--- src/rtl/oofd_pkg.sv ---
// Package for the OOK pulse frame decoder: widths, register indexes and the
// structs passed between the decoder modules. Depends on nothing.
package oofd_pkg;

   localparam int LEN_W      = 16;
   localparam int TOL_W      = 7;
   localparam int CODE_W     = 32;
   localparam int COUNT_W    = 6;
   localparam int CSR_IDX_W  = 3;
   localparam int CSR_DATA_W = 16;
   // Holds a nominal length times (100 + tolerance), and a length times 100.
   localparam int PROD_W     = 24;

   localparam logic [TOL_W-1:0] TOL_FULL = 7'd100;

   // Configuration register indexes.
   typedef enum logic [CSR_IDX_W-1:0] {
      CSR_SYNC_HIGH = 3'd0,
      CSR_SYNC_LOW  = 3'd1,
      CSR_ZERO_HIGH = 3'd2,
      CSR_ZERO_LOW  = 3'd3,
      CSR_ONE_HIGH  = 3'd4,
      CSR_ONE_LOW   = 3'd5,
      CSR_INVERTED  = 3'd6,
      CSR_TOLERANCE = 3'd7
   } csr_index_type;

   typedef struct packed {
      logic [LEN_W-1:0] sync_high_us;
      logic [LEN_W-1:0] sync_low_us;
      logic [LEN_W-1:0] zero_high_us;
      logic [LEN_W-1:0] zero_low_us;
      logic [LEN_W-1:0] one_high_us;
      logic [LEN_W-1:0] one_low_us;
      logic             inverted_mode;
      logic [TOL_W-1:0] tolerance_percent;
   } cfg_type;

   // One pulse as captured at the input.
   typedef struct packed {
      logic             pulse_level;
      logic [LEN_W-1:0] pulse_length_us;
      logic             capture_end;
   } pulse_type;

   // What the frame control asks of the two pulse matchers.
   typedef struct packed {
      logic [LEN_W-1:0] nominal_a;
      logic             level_a;
      logic [LEN_W-1:0] nominal_b;
      logic             level_b;
   } match_req_type;

   typedef struct packed {
      logic fit_a;
      logic fit_b;
   } match_rsp_type;

   typedef struct packed {
      logic [CODE_W-1:0]  code_word;
      logic [COUNT_W-1:0] bit_count;
      logic               frame_ok;
   } result_type;

endpackage

--- src/rtl/oofd_req_if.sv ---
// Pulse input channel of the OOK pulse frame decoder.
// Depends on oofd_pkg for the field widths.
interface oofd_req_if;
   logic                       valid;
   logic                       ready;
   logic                       pulse_level;
   logic [oofd_pkg::LEN_W-1:0] pulse_length_us;
   logic                       capture_end;

   modport source (output valid, pulse_level, pulse_length_us, capture_end, input ready);
   modport sink   (input valid, pulse_level, pulse_length_us, capture_end, output ready);
endinterface

--- src/rtl/oofd_rsp_if.sv ---
// Frame result channel of the OOK pulse frame decoder.
// Depends on oofd_pkg for the field widths.
interface oofd_rsp_if;
   logic                         valid;
   logic                         ready;
   logic [oofd_pkg::CODE_W-1:0]  code_word;
   logic [oofd_pkg::COUNT_W-1:0] bit_count;
   logic                         frame_ok;

   modport source (output valid, code_word, bit_count, frame_ok, input ready);
   modport sink   (input valid, code_word, bit_count, frame_ok, output ready);
endinterface

--- src/rtl/oofd_pulse_match.sv ---
// Checks one pulse against one nominal length within the tolerance band.
// Depends on oofd_pkg for widths.
module oofd_pulse_match (
   input  logic [oofd_pkg::LEN_W-1:0] nominal,
   input  logic [oofd_pkg::TOL_W-1:0] tolerance,
   input  logic                       want_level,
   input  logic                       level,
   input  logic [oofd_pkg::LEN_W-1:0] length,
   output logic                       fit
);

   logic [oofd_pkg::TOL_W-1:0]  tol_sat;
   logic [7:0]                  scale_lo;
   logic [7:0]                  scale_hi;
   logic [oofd_pkg::PROD_W-1:0] bound_lo;
   logic [oofd_pkg::PROD_W-1:0] bound_hi;
   logic [oofd_pkg::PROD_W-1:0] len_x100;

   // Tolerance above 100 percent acts as 100 percent.
   assign tol_sat  = (tolerance > oofd_pkg::TOL_FULL) ? oofd_pkg::TOL_FULL : tolerance;
   assign scale_lo = 8'(oofd_pkg::TOL_FULL) - 8'(tol_sat);
   assign scale_hi = 8'(oofd_pkg::TOL_FULL) + 8'(tol_sat);

   // Band edges scaled by 100, so no division is needed.
   assign bound_lo = oofd_pkg::PROD_W'(nominal) * oofd_pkg::PROD_W'(scale_lo);
   assign bound_hi = oofd_pkg::PROD_W'(nominal) * oofd_pkg::PROD_W'(scale_hi);
   assign len_x100 = (oofd_pkg::PROD_W'(length) << 6) + (oofd_pkg::PROD_W'(length) << 5)
                   + (oofd_pkg::PROD_W'(length) << 2);

   // floor(lo/100) <= L  is  lo <= 100L + 99;  L <= floor(hi/100)  is  100L <= hi.
   assign fit = (level == want_level)
             && (bound_lo <= len_x100 + oofd_pkg::PROD_W'(99))
             && (len_x100 <= bound_hi);

endmodule

--- src/rtl/oofd_frame_ctrl.sv ---
// Sync hunt and bit pair state machine of the OOK pulse frame decoder.
// Depends on oofd_pkg for the config, match and result structs.
module oofd_frame_ctrl #(
   parameter int MAX_BITS = 32,
   parameter int MIN_BITS = 8
) (
   input  logic                     clock,
   input  logic                     reset,
   input  logic                     step,
   input  logic                     last,
   input  oofd_pkg::cfg_type        cfg,
   input  oofd_pkg::match_rsp_type  match_rsp,
   output oofd_pkg::match_req_type  match_req,
   output logic                     emit,
   output oofd_pkg::result_type     result
);

   localparam int CNT_W = $clog2(MAX_BITS + 1);

   typedef enum logic [1:0] {
      PH_HUNT  = 2'd0,
      PH_SYNC2 = 2'd1,
      PH_BIT1  = 2'd2,
      PH_BIT2  = 2'd3
   } phase_type;

   phase_type                     phase_ff, phase_in;
   logic [1:0]                    halves_ff, halves_in;
   logic [oofd_pkg::CODE_W-1:0]   shift_ff, shift_in;
   logic [CNT_W-1:0]              bits_ff, bits_in;

   logic                          first_level;
   logic                          second_level;
   logic                          bit_zero;
   logic                          bit_one;
   logic [oofd_pkg::CODE_W-1:0]   shift_next;
   logic [CNT_W-1:0]              bits_next;
   logic [oofd_pkg::CODE_W-1:0]   emit_word;
   logic [CNT_W-1:0]              emit_bits;
   logic [7:0]                    emit_bits8;

   // In inverted mode each pair opens with a space.
   assign first_level  = ~cfg.inverted_mode;
   assign second_level = cfg.inverted_mode;

   // Pick the nominal lengths that this phase compares against.
   always_comb begin
      match_req.nominal_a = cfg.sync_high_us;
      match_req.level_a   = first_level;
      match_req.nominal_b = cfg.sync_high_us;
      match_req.level_b   = first_level;
      case (phase_ff)
         PH_HUNT: begin
            match_req.nominal_a = cfg.sync_high_us;
         end
         PH_SYNC2: begin
            match_req.nominal_a = cfg.sync_low_us;
            match_req.level_a   = second_level;
         end
         PH_BIT1: begin
            match_req.nominal_a = cfg.zero_high_us;
            match_req.nominal_b = cfg.one_high_us;
         end
         PH_BIT2: begin
            match_req.nominal_a = cfg.zero_low_us;
            match_req.level_a   = second_level;
            match_req.nominal_b = cfg.one_low_us;
            match_req.level_b   = second_level;
         end
         default: begin
            match_req.nominal_a = cfg.sync_high_us;
         end
      endcase
   end

   // Second half decision: zero wins when both fit.
   assign bit_zero   = halves_ff[0] && match_rsp.fit_a;
   assign bit_one    = !bit_zero && halves_ff[1] && match_rsp.fit_b;
   assign shift_next = {shift_ff[oofd_pkg::CODE_W-2:0], bit_one};
   assign bits_next  = bits_ff + CNT_W'(1);

   // Next state, and whether this pulse closes a frame.
   always_comb begin
      phase_in  = phase_ff;
      halves_in = halves_ff;
      shift_in  = shift_ff;
      bits_in   = bits_ff;
      emit      = 1'b0;
      emit_word = shift_ff;
      emit_bits = bits_ff;
      case (phase_ff)
         PH_HUNT: begin
            if (!last && match_rsp.fit_a) begin
               phase_in = PH_SYNC2;
            end
         end
         PH_SYNC2: begin
            if (match_rsp.fit_a) begin
               phase_in  = PH_BIT1;
               shift_in  = '0;
               bits_in   = '0;
               emit      = last;
               emit_word = '0;
               emit_bits = '0;
            end else if (!last && match_rsp.fit_b) begin
               phase_in = PH_SYNC2;
            end else begin
               phase_in = PH_HUNT;
            end
         end
         PH_BIT1: begin
            if ((!match_rsp.fit_a && !match_rsp.fit_b) || last) begin
               emit = 1'b1;
            end else begin
               halves_in = {match_rsp.fit_b, match_rsp.fit_a};
               phase_in  = PH_BIT2;
            end
         end
         PH_BIT2: begin
            if (!bit_zero && !bit_one) begin
               emit = 1'b1;
            end else begin
               shift_in  = shift_next;
               bits_in   = bits_next;
               halves_in = '0;
               phase_in  = PH_BIT1;
               emit_word = shift_next;
               emit_bits = bits_next;
               emit      = (32'(bits_next) >= 32'(MAX_BITS)) || last;
            end
         end
         default: begin
            phase_in = PH_HUNT;
         end
      endcase
      // Every frame end restarts the hunt from a clean word.
      if (emit) begin
         phase_in  = PH_HUNT;
         halves_in = '0;
         shift_in  = '0;
         bits_in   = '0;
      end
   end

   // Result fields; the count saturates at 63.
   assign emit_bits8       = 8'(emit_bits);
   assign result.code_word = emit_word;
   assign result.bit_count = (emit_bits8 > 8'd63) ? 6'd63 : emit_bits8[5:0];
   assign result.frame_ok  = (emit_bits8 >= 8'(MIN_BITS));

   // State registers advance only when the pulse in the input stage is taken.
   always_ff @(posedge clock) begin
      if (reset) begin
         phase_ff  <= PH_HUNT;
         halves_ff <= '0;
         shift_ff  <= '0;
         bits_ff   <= '0;
      end else if (step) begin
         phase_ff  <= phase_in;
         halves_ff <= halves_in;
         shift_ff  <= shift_in;
         bits_ff   <= bits_in;
      end
   end

endmodule

--- src/rtl/ook_pulse_frame_decoder.sv ---
// Top level of the OOK pulse frame decoder: config registers, input and
// result registers. Depends on oofd_pkg, oofd_req_if, oofd_rsp_if,
// oofd_pulse_match and oofd_frame_ctrl.
//
//   Channel   Direction  Moves                                       Transfer
//   req_chan  in         pulse_level, pulse_length_us, capture_end   valid && ready
//   rsp_chan  out        code_word, bit_count, frame_ok              valid && ready
//   csr_*     in         csr_index, csr_wdata                        csr_we
//
// One pulse per cycle while no frame end waits for the result register; a result is
// registered from the pulse held in the input register when that pulse is consumed.
// The cycle is set by the length check: two 16x8 multiplies and two compares per matcher.
// Reset is synchronous and restores the hunt state and the default registers.
// A pulse that ends a frame waits in the input register while an earlier
// result is still untaken; other pulses keep flowing.
module ook_pulse_frame_decoder #(
   parameter int MAX_BITS = 32,
   parameter int MIN_BITS = 8
) (
   input  logic                            clock,
   input  logic                            reset,
   input  logic                            csr_we,
   input  logic [oofd_pkg::CSR_IDX_W-1:0]  csr_index,
   input  logic [oofd_pkg::CSR_DATA_W-1:0] csr_wdata,
   oofd_req_if.sink                        req_chan,
   oofd_rsp_if.source                      rsp_chan
);

   oofd_pkg::cfg_type        cfg_ff;
   oofd_pkg::pulse_type      item_ff;
   logic                     item_valid_ff;
   oofd_pkg::result_type     result_ff;
   logic                     result_valid_ff;

   oofd_pkg::match_req_type  match_req;
   oofd_pkg::match_rsp_type  match_rsp;
   oofd_pkg::result_type     result;
   logic                     emit;
   logic                     out_free;
   logic                     step;

   // Configuration register writes.
   always_ff @(posedge clock) begin
      if (reset) begin
         cfg_ff.sync_high_us      <= 16'd350;
         cfg_ff.sync_low_us       <= 16'd10850;
         cfg_ff.zero_high_us      <= 16'd350;
         cfg_ff.zero_low_us       <= 16'd1050;
         cfg_ff.one_high_us       <= 16'd1050;
         cfg_ff.one_low_us        <= 16'd350;
         cfg_ff.inverted_mode     <= 1'b0;
         cfg_ff.tolerance_percent <= 7'd25;
      end else if (csr_we) begin
         case (oofd_pkg::csr_index_type'(csr_index))
            oofd_pkg::CSR_SYNC_HIGH: cfg_ff.sync_high_us <= csr_wdata;
            oofd_pkg::CSR_SYNC_LOW:  cfg_ff.sync_low_us  <= csr_wdata;
            oofd_pkg::CSR_ZERO_HIGH: cfg_ff.zero_high_us <= csr_wdata;
            oofd_pkg::CSR_ZERO_LOW:  cfg_ff.zero_low_us  <= csr_wdata;
            oofd_pkg::CSR_ONE_HIGH:  cfg_ff.one_high_us  <= csr_wdata;
            oofd_pkg::CSR_ONE_LOW:   cfg_ff.one_low_us   <= csr_wdata;
            oofd_pkg::CSR_INVERTED:  cfg_ff.inverted_mode <= csr_wdata[0];
            oofd_pkg::CSR_TOLERANCE: begin
               cfg_ff.tolerance_percent <= csr_wdata[oofd_pkg::TOL_W-1:0];
            end
            default: begin
               cfg_ff <= cfg_ff;
            end
         endcase
      end
   end

   // The pulse in the input register is consumed unless it closes a frame
   // while the result register is still occupied and not being taken.
   assign out_free       = !result_valid_ff || rsp_chan.ready;
   assign step           = item_valid_ff && (!emit || out_free);
   assign req_chan.ready = !item_valid_ff || step;

   // Input register.
   always_ff @(posedge clock) begin
      if (reset) begin
         item_valid_ff <= 1'b0;
      end else if (req_chan.ready) begin
         item_valid_ff <= req_chan.valid;
      end
   end

   always_ff @(posedge clock) begin
      if (req_chan.valid && req_chan.ready) begin
         item_ff.pulse_level     <= req_chan.pulse_level;
         item_ff.pulse_length_us <= req_chan.pulse_length_us;
         item_ff.capture_end     <= req_chan.capture_end;
      end
   end

   // Two length checks per pulse, chosen by the current phase.
   oofd_pulse_match u_match_a (
      .nominal    (match_req.nominal_a),
      .tolerance  (cfg_ff.tolerance_percent),
      .want_level (match_req.level_a),
      .level      (item_ff.pulse_level),
      .length     (item_ff.pulse_length_us),
      .fit        (match_rsp.fit_a)
   );

   oofd_pulse_match u_match_b (
      .nominal    (match_req.nominal_b),
      .tolerance  (cfg_ff.tolerance_percent),
      .want_level (match_req.level_b),
      .level      (item_ff.pulse_level),
      .length     (item_ff.pulse_length_us),
      .fit        (match_rsp.fit_b)
   );

   oofd_frame_ctrl #(
      .MAX_BITS (MAX_BITS),
      .MIN_BITS (MIN_BITS)
   ) u_ctrl (
      .clock     (clock),
      .reset     (reset),
      .step      (step),
      .last      (item_ff.capture_end),
      .cfg       (cfg_ff),
      .match_rsp (match_rsp),
      .match_req (match_req),
      .emit      (emit),
      .result    (result)
   );

   // Result register.
   always_ff @(posedge clock) begin
      if (reset) begin
         result_valid_ff <= 1'b0;
      end else if (step && emit) begin
         result_valid_ff <= 1'b1;
      end else if (rsp_chan.ready) begin
         result_valid_ff <= 1'b0;
      end
   end

   always_ff @(posedge clock) begin
      if (step && emit) begin
         result_ff <= result;
      end
   end

   assign rsp_chan.valid     = result_valid_ff;
   assign rsp_chan.code_word = result_ff.code_word;
   assign rsp_chan.bit_count = result_ff.bit_count;
   assign rsp_chan.frame_ok  = result_ff.frame_ok;

   // A frame result never overwrites one that is still waiting.
   a_no_overwrite: assert property (@(posedge clock) disable iff (reset)
      (step && emit) |-> out_free)
      else $error("frame result loaded over an untaken result");

   // A pulse held in the input register stays there until consumed.
   a_item_held: assert property (@(posedge clock) disable iff (reset)
      (item_valid_ff && !step) |=> item_valid_ff)
      else $error("held pulse dropped without being consumed");

   // The frame flag agrees with the reported bit count.
   a_frame_ok: assert property (@(posedge clock) disable iff (reset)
      rsp_chan.valid |-> (rsp_chan.frame_ok == (32'(rsp_chan.bit_count) >= 32'(MIN_BITS))))
      else $error("frame_ok disagrees with bit_count");

   // No frame reports more bits than a frame may hold.
   a_count_range: assert property (@(posedge clock) disable iff (reset)
      rsp_chan.valid |-> (32'(rsp_chan.bit_count) <= 32'(MAX_BITS)))
      else $error("bit_count beyond the frame length");

endmodule

--- src/flat_wrapper.sv ---
// flat-port wrapper written by rule: the top's interface ports become plain ports
module ook_pulse_frame_decoder_flat 
#(
   parameter int MAX_BITS = 32,
   parameter int MIN_BITS = 8
)
  (clock, reset, csr_we, csr_index, csr_wdata, req_chan_valid, req_chan_pulse_level, req_chan_pulse_length_us, req_chan_capture_end, req_chan_ready, rsp_chan_valid, rsp_chan_code_word, rsp_chan_bit_count, rsp_chan_frame_ok, rsp_chan_ready);
  oofd_req_if req_chan_i ();
  oofd_rsp_if rsp_chan_i ();
  input  logic clock;
  input  logic reset;
  input  logic csr_we;
  input  logic [oofd_pkg::CSR_IDX_W-1:0] csr_index;
  input  logic [oofd_pkg::CSR_DATA_W-1:0] csr_wdata;
  input wire logic [$bits(req_chan_i.valid)-1:0] req_chan_valid;
  input wire logic [$bits(req_chan_i.pulse_level)-1:0] req_chan_pulse_level;
  input wire logic [$bits(req_chan_i.pulse_length_us)-1:0] req_chan_pulse_length_us;
  input wire logic [$bits(req_chan_i.capture_end)-1:0] req_chan_capture_end;
  output wire logic [$bits(req_chan_i.ready)-1:0] req_chan_ready;
  output wire logic [$bits(rsp_chan_i.valid)-1:0] rsp_chan_valid;
  output wire logic [$bits(rsp_chan_i.code_word)-1:0] rsp_chan_code_word;
  output wire logic [$bits(rsp_chan_i.bit_count)-1:0] rsp_chan_bit_count;
  output wire logic [$bits(rsp_chan_i.frame_ok)-1:0] rsp_chan_frame_ok;
  input wire logic [$bits(rsp_chan_i.ready)-1:0] rsp_chan_ready;
  assign req_chan_i.valid = req_chan_valid;
  assign req_chan_i.pulse_level = req_chan_pulse_level;
  assign req_chan_i.pulse_length_us = req_chan_pulse_length_us;
  assign req_chan_i.capture_end = req_chan_capture_end;
  assign req_chan_ready = req_chan_i.ready;
  assign rsp_chan_valid = rsp_chan_i.valid;
  assign rsp_chan_code_word = rsp_chan_i.code_word;
  assign rsp_chan_bit_count = rsp_chan_i.bit_count;
  assign rsp_chan_frame_ok = rsp_chan_i.frame_ok;
  assign rsp_chan_i.ready = rsp_chan_ready;
  ook_pulse_frame_decoder #(.MAX_BITS(MAX_BITS), .MIN_BITS(MIN_BITS)) u_core (.clock(clock), .reset(reset), .csr_we(csr_we), .csr_index(csr_index), .csr_wdata(csr_wdata), .req_chan(req_chan_i), .rsp_chan(rsp_chan_i));
endmodule
--- config.mk ---
export PLATFORM = sky130hd
export DESIGN_NAME = ook_pulse_frame_decoder_flat
export DESIGN_NICKNAME = d
export VERILOG_FILES = /design/src/rtl/oofd_pkg.sv /design/src/rtl/oofd_req_if.sv /design/src/rtl/oofd_rsp_if.sv /design/src/rtl/oofd_pulse_match.sv /design/src/rtl/oofd_frame_ctrl.sv /design/src/rtl/ook_pulse_frame_decoder.sv /design/src/flat_wrapper.sv
export SDC_FILE = /design/constraint.sdc
export NUM_CORES = 2
export LEC_CHECK = 0
export BUFFER_PORTS_ARGS = -buffer_cell sky130_fd_sc_hd__buf_2
export CAP_MARGIN = 0
export CELL_PAD_IN_SITES_DETAIL_PLACEMENT = 1
export CELL_PAD_IN_SITES_GLOBAL_PLACEMENT = 1
export CORE_AREA = 10 10 304 219
export DETAILED_ROUTE_END_ITERATION = 10
export DIE_AREA = 0 0 314 229
export PLACE_DENSITY = 0.73
export RECOVER_POWER = 50
export SYNTH_ARGS = -nofsm -noshare
export SYNTH_HDL_FRONTEND = slang
export SYNTH_SLANG_ARGS = --single-unit
export TNS_END_PERCENT = 100
--- constraint.sdc ---
create_clock -name clock -period 26.8 [get_ports clock]
set_input_delay 5.36 -clock clock [delete_from_list [all_inputs] [get_ports clock]]
set_output_delay 5.36 -clock clock [all_outputs]
set_load 0.02 [all_outputs]
* Word level (Yosys, flattened, before mapping)
Index checks and enable logic that the tools add are counted.
Operators by class: equal/unequal tests 15, $add $sub $neg 6, reduce and logical (&&, ||, !) cells 42, $lt $le $gt $ge 8, multiplexer cells 30, bitwise operators 1, multipliers 4
Operator list (number):
- less-or-equal comparator 24 bit | 4
- multiplier 16 x 8 -> 24 bit | 4
- 2-to-1 mux 32 bit | 3
- case mux 16 bit (4 select lines) | 1
- case mux 32 bit (2 select lines) | 1
- case mux 16 bit (2 select lines) | 1
- adder 23 x 18 -> 24 bit | 1
- adder 24 x 7 -> 24 bit, second input constant | 1
- adder 22 x 21 -> 23 bit | 1
- 2-to-1 mux 6 bit | 3
- 2-to-1 mux 2 bit | 8
- AND reduction 2 bit | 8
- logical AND 1 bit | 14
- == test 3 bit, second input constant | 4
- case mux 6 bit (2 select lines) | 1
- inequality test 3 x 2 -> 1 bit, second input constant | 3
- adder 7 x 7 -> 8 bit, first input constant | 1
- logical NOT 1 bit | 8
- 2-to-1 mux 1 bit | 8
- case mux 2 bit (4 select lines) | 1
- AND reduction 4 bit | 2
- subtractor 7 x 7 -> 8 bit, first input constant | 1
- greater-than comparator 7 bit, second input constant | 1
- 2-to-1 mux 7 bit | 1
- other kinds (18) | 25
Storage, ports and cells: word-level logic and storage cells 126, register bits after elaboration 205, input bits 42, output and inout port bits 41

* Longest topological paths before layout
depth after elaboration 20, mapped depth 43, gate-level depth less buffers 39

* By module
A second synthesis with hierarchy kept.
Second synthesis, totals: cell total of the unflattened synthesis 3171, area, all modules 29580.9 um^2
Modules (own cells, without submodules):
- oofd_pulse_match at u_core.u_match_a | instances 1, area each 10426.2 um^2, seq. area each 0.0 um^2, cells each 1217
- oofd_pulse_match at u_core.u_match_b | instances 1, area each 10401.2 um^2, seq. area each 0.0 um^2, cells each 1221
- ook_pulse_frame_decoder | instances 1, area each 5915.7 um^2, seq. area each 3833.7 um^2, cells each 451
- oofd_frame_ctrl | instances 1, area each 2837.7 um^2, seq. area each 840.8 um^2, cells each 282

* Worst setup path before layout
No wires, ideal clock.
path type register -> output, start reg u_core.cfg_ff[0] in the netlist's numbering, end out req_chan_ready, path buffers 3, arrival time 8.311 ns, data required time 21.440 ns, setup slack 13.129 ns, cell stages (with the launch flop) 35, path through dfxtp_1 o21ai_0 a21oi_1 or2_2 clkbuf_1 buf_1 ha_1 a21oi_1 xnor2_1 clkbuf_1 nor2_1 fa_1 inv_1 fa_1 fa_1 inv_1 fa_1 ha_1 nor3_1 a21boi_0 o211ai_1 a31oi_1 o21ai_0 a41oi_1 mux2i_1 a2111oi_0 ha_1 and3_1 nand3_1 nand3b_1 o221ai_2 o21a_2 o311a_4 a21oi_4 nand2_1
On the way: cells in the longest elaborated chain, start to end 19, elaborated cells on any way between the ends 34, those cells by class 2 x add/sub; 4 x mul; 5 x order compare; 5 x mux; 18 x reduce/logical
RTL lines:
- start, declared | line ook_pulse_frame_decoder.sv:29 | oofd_pkg::cfg_type cfg_ff;
- start signal, assigned | line ook_pulse_frame_decoder.sv:66 | cfg_ff <= cfg_ff;
- greater-than comparator 7 bit | line oofd_pulse_match.sv:20 | assign tol_sat = (tolerance > oofd_pkg::TOL_FULL) ? oofd_pkg::TOL_FULL : tolerance;
- 2-to-1 mux 7 bit (*) | line oofd_pulse_match.sv:20
- subtractor 7 x 7 -> 8 bit | line oofd_pulse_match.sv:21 | assign scale_lo = 8'(oofd_pkg::TOL_FULL) - 8'(tol_sat);
- multiplier 16 x 8 -> 24 bit | line oofd_pulse_match.sv:25 | assign bound_lo = oofd_pkg::PROD_W'(nominal) * oofd_pkg::PROD_W'(scale_lo);
- less-or-equal comparator 24 bit | line oofd_pulse_match.sv:32 | && (bound_lo <= len_x100 + oofd_pkg::PROD_W'(99))
- logical AND 1 bit | line oofd_pulse_match.sv:32
- logical AND 1 bit | line oofd_pulse_match.sv:33 | && (len_x100 <= bound_hi);
- logical AND 1 bit | line oofd_frame_ctrl.sv:77 | assign bit_zero = halves_ff[0] && match_rsp.fit_a;
- [... 3 more ...]
- logical NOT 1 bit | line oofd_frame_ctrl.sv:120 | if (!bit_zero && !bit_one) begin
- logical AND 1 bit | line oofd_frame_ctrl.sv:120
- 2-to-1 mux 1 bit | line oofd_frame_ctrl.sv:120
- case mux 1 bit (3 select lines) (*) | line oofd_frame_ctrl.sv:91 | case (phase_ff)
- logical NOT 1 bit (*) | line ook_pulse_frame_decoder.sv:75 | assign step = item_valid_ff && (!emit || out_free);
- logical OR 1 bit (*) | line ook_pulse_frame_decoder.sv:75
- logical AND 1 bit (*) | line ook_pulse_frame_decoder.sv:75
- logical OR 1 bit (*) | line ook_pulse_frame_decoder.sv:76 | assign req_chan.ready = !item_valid_ff || step;
- end, declared | line flat_wrapper.sv:19 | output wire logic [$bits(req_chan_i.ready)-1:0] req_chan_ready;
Every way passes the cells marked *; elsewhere a longest branch is shown, timed or not.

* Worst setup path after layout
start reg u_core.cfg_ff[6] in the netlist's numbering, end out req_chan_ready
The elaborated chain is that of the path after synthesis.

==> results.ini <==
[power]
leakagePower_nw=13.3
p_sw_mw=1.66
netSwitchingFraction_pct=55.2
seqPwrFrac_pct=11.0
clkPwrFrac_pct=10.4
combinationalPowerShare_pct=78.6
p_per_area_nw_per_um2=104
ir_drop_v=0.000118
intPower_mw=1.35

[global_routing]
grtUsageTotal_pct=25.8
grt_pass1_wl_mm=146
grt_pass1_vias=24800
antenna_found_initial=5
grt_overflow=0
grt_max_degree=88

[worst_setup_path]
critPathRequiredTime_ns=21.44
crit_fanout=29
r2r_cells=38
slowest_stage=o311ai_0
slowest_delay_ns=0.93
cp-start-kind=flop
r2r_start=u_core.cfg_ff[6]$_SDFFE_PP0P_
worstSetupEndpointType=output port
r2r_slack_ns=13.99
critical_path_arrival_ns=11.89
crit_type=reg2out
timing.rr.end=u_core.u_ctrl.shift_ff[25]$_SDFFE_PP0N_

[finish]
seqCellArea_um2=4680
drive_above_1_share_pct=6.15
layout.nets=3900
fin_util_pct=48.0
area_growth_pct=7.65
multi_input_area_um2=20300
n_fill_cell=7265

[flow_run]
maxCapViolations=3

[synthesis]
yosysTopAreaCellShare_pct=25.8
yosysMostFrequentCell=nand2_1
ys_ff_latch=205
synth_edf_count=57
synth.area.top_cells=fa_1 (26%), ha_1 (13%), dfxtp_1 (11%)
netlist_area_um2=27000
syn_inst=3165
ys_top_cells_by_count=nand2_1 (475), inv_1 (461), nor2_1 (350)
synth.avg_cell_area_um2=8.54
yosysSeqAreaShare_pct=17.3
ys_warn_count=0
async_reset_ff_share_pct=0
yosys.area.top_type=fa_1
synth_cell_types=86
synthFlopType=dfxtp_1

[place]
dp_slack_ns=10.34
place.gp.congestion=0.950
numPortBuffers=82
dp.final_hpwl_mm=74.1

[timing]
max_slew_margin_pct=-150
slew_violations=157
grt_setup_unrepaired=false
worstMarginPinSlew_ns=3.75
skew_ns=0.0396
finalWorstSetupSlack_ns=9.55
report.final.hold_viol_count=0
clock.fmax_ghz=0.0580
period_share_pct=64.4
setup_tns_ns=0
min_period_ns=17.25
finalSetupViolations=0

[drt]
final_antenna_net_count=0
wl_per_cell_um=22.9
drtIter0Drc=1508
vias=22900
drt_first_pass_iters=5
wirelength_mm=92.7
drc=0
via_per_inst=5.66

[run_status]
failed_checks=capacitance limit, slew limit
outcome=finished, violations left

[clocking]
insertion_delay_ns=0.57
clockBufferDepth=3
cts-resized-gates=0
root_buffer=clkbuf_16
clkSlewWorstSetupHoldPaths_ns=0.06
cts_tree=done
ctsHoldBuffers=0
cts.sinks=205
post_cts_buffers=0
numCtsBuffers=23
ctsHtreeMaxLevel=1

[worst_hold_path]
hold_depth=2
hold_path_end=u_core.cfg_ff[69]$_SDFFE_PP0P_
min_path_type=reg2reg
hold_start=u_core.cfg_ff[69]$_SDFFE_PP0P_

[floorplan]
dieWidth_um=314
die_h_um=229
io_pins=83
coreArea_um2=60700
fp.dieArea_um2=71900
initial_core_util_pct=44.6
num_rows=76

[layer usage]
layer,vias up,share of wire [%],track usage [%]
li1,10300,-,-
met1,11800,45,36.0
met2,634,44,40.3
met3,136,8.1,5.84
met4,8,2.0,5.25
met5,-,0.047,0
[registers in the layout (all words and copies together), names as in the netlist]
name	cells
u_core.cfg_ff	104
u_core.rsp_chan.code_word	32
u_core.u_ctrl.shift_ff	32
u_core.item_ff	18
u_core.rsp_chan.bit_count	6
u_core.u_ctrl.bits_ff	6
u_core.u_ctrl.halves_ff	2
u_core.u_ctrl.phase_ff	2
u_core.item_valid_ff	1
u_core.rsp_chan.frame_ok	1
u_core.rsp_chan.valid	1
[how the worst max path moves through the flow]
stage / slack [ns] / end / start
6_report: 9.55 / req_chan_ready / u_core.cfg_ff[6]$_SDFFE_PP0P_
3_3_place_gp: 10.57 / req_chan_ready / u_core.cfg_ff[5]$_SDFFE_PP0P_
5_1_grt: 8.83 / req_chan_ready / u_core.cfg_ff[6]$_SDFFE_PP0P_
2_1_floorplan: 13.13 / req_chan_ready / u_core.cfg_ff[0]$_SDFFE_PP1P_
4_1_cts: 9.72 / req_chan_ready / u_core.cfg_ff[5]$_SDFFE_PP0P_
3_5_place_dp: 10.34 / req_chan_ready / u_core.cfg_ff[6]$_SDFFE_PP0P_
[stage by stage]
| step | std cells | hold WS (ns) | total power, mW | cell area (um^2) |
|---|---|---|---|---|
| global route | 4053 | 0.479 | 3.30 | 29100 |
| CTS | 4053 | 0.458 | 2.99 | 29200 |
| detailed placement | 4014 | 0.449 | 2.65 | 28400 |
| global placement | 4014 | 0.440 | 2.56 | 28400 |
| finish | 4054 | 0.456 | 3.01 | 29100 |
| floorplan | 3195 | 0.432 | 1.82 | 27200 |
[power by group through the flow]
stage | Sequential, mW | Clock (mW) | Combinational [mW]
after global routing | 0.332 | 0.333 | 2.63
after floorplan | 0.336 | 0 | 1.49
after detailed placement | 0.338 | 0 | 2.31
after global placement | 0.338 | 0 | 2.22
final | 0.331 | 0.314 | 2.37
after CTS | 0.331 | 0.320 | 2.33
[area by class of cell]
type	instances	area share [%]
inverters	464	5.98
diodes	1	0.00860
clock inverters	12	0.417
flip-flops and latches	205	16.1
clock buffers	27	2.10
multi-input cells	2401	69.6
repair buffers	125	2.31
well taps	819	3.52
[worst max-delay path: cells and delay by family, from the launching register on]
family	cells	cell delay, ns
fa+ha+maj	7	2.87
compound gates	14	4.52
buf+inv	4	1.01
flops	1	0.58
simple gates	10	2.20
xor+xnor	1	0.16
[cells in the final DEF (no fill, tap or decap), drive strengths merged, types with 24 or more instances in the layout]
master / netlist / routed
nand3b: 41 / 41
a21oi: 185 / 185
dfxtp: 148 / 148
fa: 349 / 349
nor3: 30 / 30
nand2b: 24 / 24
a21o: 44 / 44
nand2: 475 / 475
and3: 24 / 24
mux2i: 36 / 36
o21ai: 94 / 94
o32ai: 33 / 33
nor2: 350 / 350
conb: 2 / 32
inv: 463 / 467
ha: 289 / 289
edfxtp: 57 / 57
xor2: 44 / 44
xnor2: 68 / 68
buf: 21 / 80
nand3: 35 / 35
clkbuf: 104 / 72
[logic make-up after synthesis]
group                    synth area share [%]
AND/OR/NAND/NOR                          17.5
adder cells (fa/ha/maj)                  39.2
buffers and inverters                    8.44
AO/OA/AOI/OAI                            11.5
flip-flops                               17.3
XOR/XNOR                                 3.63
multiplexers                             2.39
other                                  0.0278
Power figures use the tool's default switching activity.
